### src/rtl/bale_pkg.sv
// ----------------------------------------------------------------------------
// bale_pkg
// types, codes and helpers of the bounded array list engine
// ----------------------------------------------------------------------------
`default_nettype none

package bale_pkg;

	localparam int DEPTH      = 64;
	localparam int DATA_WIDTH = 32;
	localparam int AW         = $clog2(DEPTH);
	localparam int CW         = $clog2(DEPTH + 1);
	localparam int CAPW       = 7;
	localparam int IDXW       = 6;
	localparam int CNTW       = 7;
	localparam int FIELDW     = 32;
	localparam int CMPW       = (CW > CAPW) ? CW : CAPW;

	localparam logic [CAPW-1:0] CAP_RESET = 7'd64;

	// operation codes
	localparam logic [3:0] FN_INS_HEAD = 4'd0;
	localparam logic [3:0] FN_INS_TAIL = 4'd1;
	localparam logic [3:0] FN_INS_AT   = 4'd2;
	localparam logic [3:0] FN_INS_SORT = 4'd3;
	localparam logic [3:0] FN_RM_HEAD  = 4'd4;
	localparam logic [3:0] FN_RM_TAIL  = 4'd5;
	localparam logic [3:0] FN_RM_AT    = 4'd6;
	localparam logic [3:0] FN_RM_VAL   = 4'd7;
	localparam logic [3:0] FN_SEARCH   = 4'd8;
	localparam logic [3:0] FN_COUNT    = 4'd9;

	// status codes
	localparam logic [1:0] STS_DONE  = 2'd0;
	localparam logic [1:0] STS_FULL  = 2'd1;
	localparam logic [1:0] STS_EMPTY = 2'd2;
	localparam logic [1:0] STS_RANGE = 2'd3;

	typedef logic [DATA_WIDTH-1:0] word_t;

	typedef struct packed {
		logic [3:0]               func;
		logic signed [FIELDW-1:0] value_in;
		logic [IDXW-1:0]          position;
	} req_t;

	typedef struct packed {
		logic [1:0]               status;
		logic [IDXW-1:0]          index_out;
		logic signed [FIELDW-1:0] value_out;
		logic [CNTW-1:0]          count_out;
	} rsp_t;

	typedef enum logic [3:0] {
		S_IDLE,
		S_DECODE,
		S_SCAN_RD,
		S_SCAN_CMP,
		S_GET_RD,
		S_GET_WAIT,
		S_OPEN_RD,
		S_OPEN_WR,
		S_PUT,
		S_CLOSE_RD,
		S_CLOSE_WR,
		S_FINISH,
		S_DONE
	} state_t;

	// field to stored word: sign extend or cut
	function automatic word_t to_word(logic [FIELDW-1:0] v);
		logic [FIELDW+63:0] ext;
		ext = {{64{v[FIELDW-1]}}, v};
		return ext[DATA_WIDTH-1:0];
	endfunction

	// stored word to field: sign extend then cut
	function automatic logic [FIELDW-1:0] to_field(word_t w);
		logic [DATA_WIDTH+63:0] ext;
		ext = {{64{w[DATA_WIDTH-1]}}, w};
		return ext[FIELDW-1:0];
	endfunction

endpackage

`default_nettype wire

### src/rtl/bounded_array_list_engine_core.sv
// ----------------------------------------------------------------------------
// bounded_array_list_engine_core
// bounded ordered list of signed words held in a single-port-write memory
// ----------------------------------------------------------------------------
// usage:
//   req channel (req_valid / req_stall / req) carries one operation request:
//   insert head, tail, at index or sorted; remove head, tail, at index or by
//   value; search; count. taken when req_valid is high and req_stall is low.
//   rsp channel (rsp_valid / rsp_stall / rsp) returns exactly one result per
//   request: status, index, value and the count after the operation.
//   cfg channel (cfg_valid / cfg_ready / cfg_data) writes the capacity; write
//   it only while no request is in flight.
// operation:
//   one request at a time. a count or a failed request goes from decode
//   straight to its result. a sorted insert, a search and a remove by value
//   first scan the entries in order, comparing each; a remove by head, tail
//   or index first reads its entry. an insert then shifts entries up to open
//   a gap and writes the value; a remove shifts entries down to close it.
//   all entry reads go through the one registered read port
// reset and stall:
//   arst_n clears the count, the state machine and the result flag, holds
//   req_stall high and cfg_ready low, and returns the capacity to 64. the
//   entry memory has no reset: only entries below the count are ever used.
//   a stalled result holds in the output register; the next request is still
//   taken and worked, then waits in its final state until the register frees
// ----------------------------------------------------------------------------
`default_nettype none

module bounded_array_list_engine_core (
	input  logic                      clk,
	input  logic                      arst_n,
	input  logic                      req_valid,
	output logic                      req_stall,
	input  bale_pkg::req_t            req,
	output logic                      rsp_valid,
	input  logic                      rsp_stall,
	output bale_pkg::rsp_t            rsp,
	input  logic                      cfg_valid,
	output logic                      cfg_ready,
	input  logic [bale_pkg::CAPW-1:0] cfg_data
);
	import bale_pkg::*;

	// entry store, registered read
	word_t mem [DEPTH];
	word_t rd_q;

	state_t state_q, state_d;

	logic [CAPW-1:0] capacity_q;
	logic [CW-1:0]   count_q;
	logic            rsp_valid_q;
	rsp_t            rsp_q;

	// operation context
	logic [3:0]      func_q;
	word_t           val_q;
	logic [IDXW-1:0] pos_q;
	logic [CW-1:0]   idx_q;
	logic [CW-1:0]   ptr_q;
	word_t           word_q;
	logic [1:0]      status_q;

	// memory port controls
	logic [AW-1:0] raddr;
	logic          mem_we;
	logic [AW-1:0] waddr;
	word_t         wdata;

	// decode helpers
	logic [CMPW-1:0] cap_ext;
	logic [CMPW-1:0] depth_ext;
	logic [CMPW-1:0] cap_lim;
	logic [CMPW-1:0] count_ext;
	logic [CMPW-1:0] pos_ext;
	logic            full;
	logic            empty;
	logic            pos_gt_count;
	logic            pos_lt_count;
	logic [CW-1:0]   count_m1;
	logic [CW-1:0]   ptr_dec;
	logic [CW:0]     ptr_inc;
	logic            is_sort;
	logic            is_rmval;
	logic            hit;
	logic            scan_end;
	logic            open_end;
	logic            close_end;
	logic            out_free;

	// capacity above the store depth acts as the depth
	assign cap_ext      = CMPW'(capacity_q);
	assign depth_ext    = CMPW'(DEPTH);
	assign cap_lim      = (cap_ext > depth_ext) ? depth_ext : cap_ext;
	assign count_ext    = CMPW'(count_q);
	assign pos_ext      = CMPW'(pos_q);
	assign full         = count_ext >= cap_lim;
	assign empty        = count_q == '0;
	assign pos_gt_count = pos_ext > count_ext;
	assign pos_lt_count = pos_ext < count_ext;
	assign count_m1     = count_q - 1'b1;
	assign ptr_dec      = ptr_q - 1'b1;
	assign ptr_inc      = {1'b0, ptr_q} + 1'b1;

	assign is_sort  = func_q == FN_INS_SORT;
	assign is_rmval = func_q == FN_RM_VAL;

	// sorted insert stops at the first entry greater than the value
	assign hit = is_sort ? ($signed(rd_q) > $signed(val_q)) : (rd_q == val_q);

	assign scan_end  = ptr_q == count_q;
	assign open_end  = ptr_q == idx_q;
	assign close_end = ptr_inc >= {1'b0, count_q};
	assign out_free  = !rsp_valid_q || !rsp_stall;

	// next state
	always_comb begin
		state_d = state_q;
		case (state_q)
			S_IDLE: begin
				if (req_valid) state_d = S_DECODE;
			end
			S_DECODE: begin
				case (func_q)
					FN_INS_HEAD, FN_INS_TAIL: state_d = full ? S_DONE : S_OPEN_RD;
					FN_INS_AT: state_d = (full || pos_gt_count) ? S_DONE : S_OPEN_RD;
					FN_INS_SORT: state_d = full ? S_DONE : S_SCAN_RD;
					FN_RM_HEAD, FN_RM_TAIL: state_d = empty ? S_DONE : S_GET_RD;
					FN_RM_AT: state_d = (empty || !pos_lt_count) ? S_DONE : S_GET_RD;
					FN_RM_VAL: state_d = empty ? S_DONE : S_SCAN_RD;
					FN_SEARCH: state_d = S_SCAN_RD;
					default: state_d = S_DONE;
				endcase
			end
			S_SCAN_RD: begin
				if (scan_end) state_d = is_sort ? S_OPEN_RD : S_DONE;
				else state_d = S_SCAN_CMP;
			end
			S_SCAN_CMP: begin
				if (hit) begin
					if (is_sort) state_d = S_OPEN_RD;
					else if (is_rmval) state_d = S_CLOSE_RD;
					else state_d = S_DONE;
				end else begin
					state_d = S_SCAN_RD;
				end
			end
			S_GET_RD:   state_d = S_GET_WAIT;
			S_GET_WAIT: state_d = S_CLOSE_RD;
			S_OPEN_RD:  state_d = open_end ? S_PUT : S_OPEN_WR;
			S_OPEN_WR:  state_d = S_OPEN_RD;
			S_PUT:      state_d = S_DONE;
			S_CLOSE_RD: state_d = close_end ? S_FINISH : S_CLOSE_WR;
			S_CLOSE_WR: state_d = S_CLOSE_RD;
			S_FINISH:   state_d = S_DONE;
			S_DONE: begin
				if (out_free) state_d = S_IDLE;
			end
			default: state_d = S_IDLE;
		endcase
	end

	// memory port and handshake outputs
	always_comb begin
		// no request is taken while reset is held
		req_stall = !arst_n || (state_q != S_IDLE);
		raddr     = '0;
		mem_we    = 1'b0;
		waddr     = '0;
		wdata     = rd_q;
		case (state_q)
			S_SCAN_RD:  raddr = ptr_q[AW-1:0];
			S_GET_RD:   raddr = idx_q[AW-1:0];
			S_OPEN_RD:  raddr = ptr_dec[AW-1:0];
			S_OPEN_WR: begin
				mem_we = 1'b1;
				waddr  = ptr_q[AW-1:0];
			end
			S_PUT: begin
				mem_we = 1'b1;
				waddr  = idx_q[AW-1:0];
				wdata  = val_q;
			end
			S_CLOSE_RD: raddr = ptr_inc[AW-1:0];
			S_CLOSE_WR: begin
				mem_we = 1'b1;
				waddr  = ptr_q[AW-1:0];
			end
			default: ;
		endcase
	end

	// entry store
	always_ff @(posedge clk) begin
		if (mem_we) mem[waddr] <= wdata;
		rd_q <= mem[raddr];
	end

	// control registers
	always_ff @(posedge clk or negedge arst_n) begin
		if (!arst_n) begin
			state_q     <= S_IDLE;
			capacity_q  <= CAP_RESET;
			count_q     <= '0;
			rsp_valid_q <= 1'b0;
		end else begin
			state_q <= state_d;
			if (cfg_valid) capacity_q <= cfg_data;
			if (state_q == S_PUT) count_q <= count_q + 1'b1;
			else if (state_q == S_FINISH) count_q <= count_m1;
			if (state_q == S_DONE && out_free) rsp_valid_q <= 1'b1;
			else if (!rsp_stall) rsp_valid_q <= 1'b0;
		end
	end

	// operation context and result payload
	always_ff @(posedge clk) begin
		case (state_q)
			S_IDLE: begin
				if (req_valid) begin
					func_q <= req.func;
					val_q  <= to_word(req.value_in);
					pos_q  <= req.position;
				end
			end
			S_DECODE: begin
				// failures and count report index and value zero
				status_q <= STS_DONE;
				idx_q    <= '0;
				word_q   <= '0;
				ptr_q    <= '0;
				case (func_q)
					FN_INS_HEAD: begin
						if (full) status_q <= STS_FULL;
						else ptr_q <= count_q;
					end
					FN_INS_TAIL: begin
						if (full) status_q <= STS_FULL;
						else begin
							idx_q <= count_q;
							ptr_q <= count_q;
						end
					end
					FN_INS_AT: begin
						// full check comes before the index check
						if (full) status_q <= STS_FULL;
						else if (pos_gt_count) status_q <= STS_RANGE;
						else begin
							idx_q <= CW'(pos_q);
							ptr_q <= count_q;
						end
					end
					FN_INS_SORT: begin
						if (full) status_q <= STS_FULL;
					end
					FN_RM_HEAD: begin
						if (empty) status_q <= STS_EMPTY;
					end
					FN_RM_TAIL: begin
						if (empty) status_q <= STS_EMPTY;
						else idx_q <= count_m1;
					end
					FN_RM_AT: begin
						if (empty) status_q <= STS_EMPTY;
						else if (pos_lt_count) idx_q <= CW'(pos_q);
						else status_q <= STS_RANGE;
					end
					FN_RM_VAL: begin
						if (empty) status_q <= STS_EMPTY;
					end
					default: ;
				endcase
			end
			S_SCAN_RD: begin
				if (scan_end) begin
					// no greater entry: sorted insert appends
					if (is_sort) begin
						idx_q <= count_q;
						ptr_q <= count_q;
					end else begin
						status_q <= STS_EMPTY;
					end
				end
			end
			S_SCAN_CMP: begin
				if (hit) begin
					idx_q <= ptr_q;
					if (is_sort) ptr_q <= count_q;
					else word_q <= rd_q;
				end else begin
					ptr_q <= ptr_inc[CW-1:0];
				end
			end
			S_GET_WAIT: begin
				word_q <= rd_q;
				ptr_q  <= idx_q;
			end
			S_OPEN_WR:  ptr_q <= ptr_dec;
			S_CLOSE_WR: ptr_q <= ptr_inc[CW-1:0];
			S_DONE: begin
				if (out_free) begin
					rsp_q.status    <= status_q;
					rsp_q.index_out <= IDXW'(idx_q);
					rsp_q.value_out <= to_field(word_q);
					rsp_q.count_out <= CNTW'(count_q);
				end
			end
			default: ;
		endcase
	end

	assign cfg_ready = arst_n;
	assign rsp_valid = rsp_valid_q;
	assign rsp       = rsp_q;

endmodule

`default_nettype wire

### config.mk
export PLATFORM = sky130hd
export DESIGN_NAME = bounded_array_list_engine_core
export DESIGN_NICKNAME = d
export VERILOG_FILES = /design/src/rtl/bale_pkg.sv /design/src/rtl/bounded_array_list_engine_core.sv
export SDC_FILE = /design/constraint.sdc
export NUM_CORES = 2
export LEC_CHECK = 0
export BUFFER_PORTS_ARGS = -buffer_cell sky130_fd_sc_hd__buf_2
export CORE_MARGIN = 5
export CORE_UTILIZATION = 56
export CTS_CLUSTER_DIAMETER = 100
export DETAILED_ROUTE_END_ITERATION = 8
export PLACE_DENSITY = 0.74
export SYNTH_ARGS = -nofsm -noshare
export SYNTH_HDL_FRONTEND = slang
export SYNTH_SLANG_ARGS = --single-unit
export TNS_END_PERCENT = 1
### constraint.sdc
create_clock -name clk -period 6.4 [get_ports clk]
set_clock_uncertainty 0.05 [all_clocks]
set_input_delay 1.28 -clock clk [delete_from_list [all_inputs] [get_ports clk]]
set_output_delay 1.28 -clock clk [all_outputs]
set_load 0.05 [all_outputs]
### Word-level counts from Yosys, hierarchy flattened

Memory sizes are Yosys's and may differ from the RTL's. A register that Yosys moved wholly into a read port is not among the register bits.
Cells that the tools add are included.

* bits in registers: 156
* bits in writable memories: 2048
* input bits: 54
* output and inout bits: 50
* word-level logic and storage cells: 150
* memories kept: 1

Memories
* mem: depth 64, width 32, rd ports 1, clocked after Yosys merged registers in 1, wr ports 1, line bounded_array_list_engine_core.sv:45 `word_t mem [DEPTH];`

* $add $sub $neg: 4
* $lt $le $gt $ge: 6
* equal/unequal tests: 31
* muxes and demuxes: 60
* reduce and logical (&&, ||, !) cells: 33

Operators by type and width (number)
* $mux 32: 3
* $pmux 32 s3: 1
* $mux 7: 13
* $mux 4: 13
* $pmux 4 s11: 1
* $pmux 7 s6: 1
* $eq 32x32->1: 1
* $eq 4x3->1 const B: 8
* $gt 32x32->1: 1
* $pmux 4 s7: 1
* $pmux 7 s4: 1
* $eq 4x4->1 const B: 6
* $mux 6: 4
* $pmux 6 s4: 1
* $pmux 7 s3: 1
* $eq 4x2->1 const B: 4
* $eq 7x7->1: 2
* $mux 2: 7
* $ne 2x2->1 const B: 7
* $pmux 7 s2: 1
* $sub 7x1->7 const B: 2
* $pmux 6 s2: 1
* $reduce_or 2->1: 5
* $reduce_or 3->1: 3
* 25 further kinds: 46

### Depth between registers and ports, before layout

* depth after elaboration: 7
* depth in mapped cells: 17
* depth with buffers taken out: 11

### Worst setup path after synthesis

Ideal clock, no wire load.

* path type: input port to flip-flop
* from: input rsp_stall
* to: register rsp_q, in the netlist rsp[0], enable pin
* library setup time: 519 ps
* arrival: 4805 ps
* data required time: 5831 ps
* slack: 1026 ps
* stages on the path: 2
* path buffers: 0
* cell sequence: nand2_1 -> nor3b_1

* cells in the longest elaborated chain, start to end: 3

Ends and longest elaborated chain
* from (decl): line bounded_array_list_engine_core.sv:36 `input logic rsp_stall,`
* $logic_not 1->1
* $logic_or 1x1->1: line bounded_array_list_engine_core.sv:114 `assign out_free = !rsp_valid_q || !rsp_stall;`
* $reduce_and 2->1 (no line)
* to (decl): line bounded_array_list_engine_core.sv:53 `rsp_t rsp_q;`

No other way between the ends.
A chain may end at the register's enable or synchronous reset.

### Worst setup path in the final report

* from: register ptr_q[1]
* to: register rd_q[26] (read register of mem)

* cells in the longest elaborated chain, start to end: 2
* elaborated cells on any way between the ends: 3
* classes of those cells: 2 x add/sub; 1 x mux

Ends and longest elaborated chain
* from (decl): line bounded_array_list_engine_core.sv:60 `logic [CW-1:0] ptr_q;`
* from (signal assigned): line bounded_array_list_engine_core.sv:235 `else ptr_q <= count_q;`
* from (signal assigned): line bounded_array_list_engine_core.sv:241 `ptr_q <= count_q;`
* from (signal assigned): line bounded_array_list_engine_core.sv:250 `ptr_q <= count_q;`
* $add 7x1->8 or $sub 7x1->7 (tied branches): line bounded_array_list_engine_core.sv:103, bounded_array_list_engine_core.sv:102
* $pmux 6 s4 *: line bounded_array_list_engine_core.sv:171 `case (state_q)`
* to (decl): line bounded_array_list_engine_core.sv:46 `word_t rd_q;`

Mark *: on every way between the ends. The rest lies on a longest branch, timed or not.

==> flow_summary.yaml <==
final_layout:
  final_net_count: 7047
  area_growth_pct: 11.9
  fillCellCount: 11300
  layout.cells.non_filler: 9285
  multi_input_area_um2: 22000
  final_layout_size_suffix_gt1_share_pct: 10.6
  final-seq-area_um2: 66700
yosys:
  synth_area_leaders: "edfxtp_1, nand2_1, nand3_1, and3_1, a311oi_1"
  synth_cells: 6834
  yosys.area.top_type: "edfxtp_1"
  synth_top_area_share_pct: 72.5
  synth-async-reset-ratio_pct: 0.850
  synth_area_per_cell_um2: 13.2
  ys_seq_area_share_pct: 73.8
  synthMostInstantiatedCell: "edfxtp_1"
  synth_edf_count: 2185
  synth_seq_cells: 2236
  synth_fp_nets: 6944
  ys_top_cells_by_count: "edfxtp_1, nand2_1, nand3_1"
  syn_area_um2: 90500
  synth-warning-count: 0
  ys_types: 74
  synth-main-ff-cell: "edfxtp_1"
setup_path:
  start_kind: "flop"
  path_cells: "inv_1, ha_1, and3b_1, o211ai_1, and2_4, buf_4, nand2_1, and3_1, a311oi_1, a31oi_1, a211oi_1, or4_1"
  regToRegSetupSlack_ps: 560
  worstSetupEndpointType: "flop"
  cpMaxStageDelayCell: "a211oi_1"
  criticalPathCategory: "flop to flop"
  cp.required_ps: 7160
  crit_path_max_fanout: 74
  cp_slowest_stage_delay_ps: 1280
  crit_arrival_ps: 6600
timing:
  max_freq_mhz: 171
  hold_viol_final: 0
  setup_viol: 0
  grt_setup_unrepaired: "no"
  slew_headroom_pct: -11.5
  drv_slew: 8
  worst_pin_slew_ps: 1660
  fin_setup_tns_ps: 0
  fin_crit_ps: 5840
  period_share_pct: 91.2
run_status:
  violations: "capacitance limit, slew limit"
  outcome: "complete, but fails checks"
floorplan:
  die_y_um: 412
  row_count: 147
  start_util_pct: 56.3
  die_w_um: 412
  die_area_um2: 170000
  coreArea_um2: 161000
  boundaryPins: 104
cts:
  post_cts.repair.setup_buffers: 0
  clockBufferDepth: 3
  clock_sinks: 2236
  cts_buffers: 214
  clkTransAtPathRegs_ps: 70
  cts_root_buffer: "clkbuf_16"
  cts-resized-gates: 0
  clk_latency_ps: 880
  cts_hold_buf: 0
  cts_tree: "yes"
  h-tree-depth: 4
pwr:
  leakagePower_nw: 34.8
  peakVddDrop_v: 0.000365
  powerDensity_nw_per_um2: 520
flow_run:
  max-cap-violations: 4
route:
  vias: 60100
  drt_pass1_iterations: 6
  ant_nets: 0
  viasPerCell: 6.48
  drc: 0
  first_iter_violations: 10100
  routedWlPerCell_um: 28.7
  wl_mm: 266
placed_design:
  port_buffers: 103
  place_congestion: 1.02
  dp.final_hpwl_mm: 158
  dp.cells: 8881
global_route:
  grt_usage_pct: 31.0
  grt-ovfl-total: 0
  grt_pass1_vias: 57000
  grt_pass1_wl_mm: 386
  antenna_found_initial: 19
  grt_max_degree: 137
hold_path:
  min_path_type: "input pin to asynchronous set/reset pin"
## path summary, 6_finish.rpt
path                                 start            to  cells past startpoint
worst max register to register    ptr_q[1]      rd_q[26]                     12
worst max-delay path              ptr_q[1]      rd_q[26]                     12
max in group asynchronous           arst_n     rsp_valid                      1
worst min-delay path                arst_n  count_ext[1]                      1
min in group clk                word_q[11]       rsp[18]                      0
worst min register to register  word_q[11]       rsp[18]                      0
## routing by layer
layer	share of wire (%)	global-route usage [%]	up-vias
met4	5.6	15.2	12
met2	44	45.6	4504
met3	15	9.41	740
li1	-	-	25600
met1	36	42.6	29300
met5	0.029	0	-
## power breakdown
part	internal (mW)	total, mW	leakage [nW]	switching [mW]
sequential	19.6	20.3	20.2	0.679
clock	6.88	12.4	3.32	5.54
combinational	5.00	19.9	11.2	15.0
## area by class of cell
class,count,share of cell area [%]
Tap cell,2160,2.67
Antenna cell,11,0.0272
Timing Repair Buffer,328,2.71
Clock inverter,124,1.28
Multi-Input combinational cell,4103,21.7
Clock buffer,269,5.52
Sequential cell,2236,65.9
Inverter,54,0.200
## sequential cells by signal, indices dropped and copies added, names as in the netlist
register / count
rsp: 47
state_q: 4
val_q: 32
func_q: 4
mem: 2048
rd_q: 32
count_ext: 7
pos_q: 6
status_q: 2
cap_ext: 7
rsp_valid: 1
ptr_q: 7
idx_q: 7
word_q: 32
## metrics by stage
stage / worst slack, ps / utilization [%] / hold slack [ps] / power (mW) / instance area [µm²]
floorplan: 1030 / - / 350 / 31.4 / 90500
global placement: 1080 / 58.7 / 351 / 39.3 / 94300
detailed placement: 989 / 58.7 / 355 / 39.7 / 94300
CTS: 892 / 63.0 / 302 / 52.0 / 101000
global route: 519 / 63.0 / 340 / 54.2 / 101000
finish: 561 / 63.1 / 346 / 52.6 / 101000
## cell families (layout without fill, tap and decap cells)
family | count (synthesis) | after routing | synth area share (%)
AO/OA/AOI/OAI | 837 | 837 | 6.48
other | 0 | 11 | 0
buffers and inverters | 495 | 775 | 2.66
flip-flops | 2236 | 2236 | 73.8
AND/OR/NAND/NOR | 3074 | 3074 | 14.7
adder cells (fa/ha/maj) | 56 | 56 | 0.775
multiplexers | 108 | 108 | 1.39
XOR/XNOR | 28 | 28 | 0.271
## cell usage in the layout (no fill, tap or decap), drive strengths merged, types with 98 or more instances in the layout
cell type  netlist  final
o22ai          118    118
clkbuf         155    269
a311oi         157    157
edfxtp        2185   2185
and3           243    243
a31oi          200    200
clkinv           1     99
nor2           156    156
nand3          497    497
buf            286    328
nand2         1994   1994
a21oi           98     98
## worst max-delay path, delay by kind of cell, from the launching register on
family          cells  cell delay [ps]
fa+ha+maj           1              300
buf+inv             2              980
flops               1              790
compound gates      4             2130
simple gates        5             1380
Power figures use the tool's default switching activity.
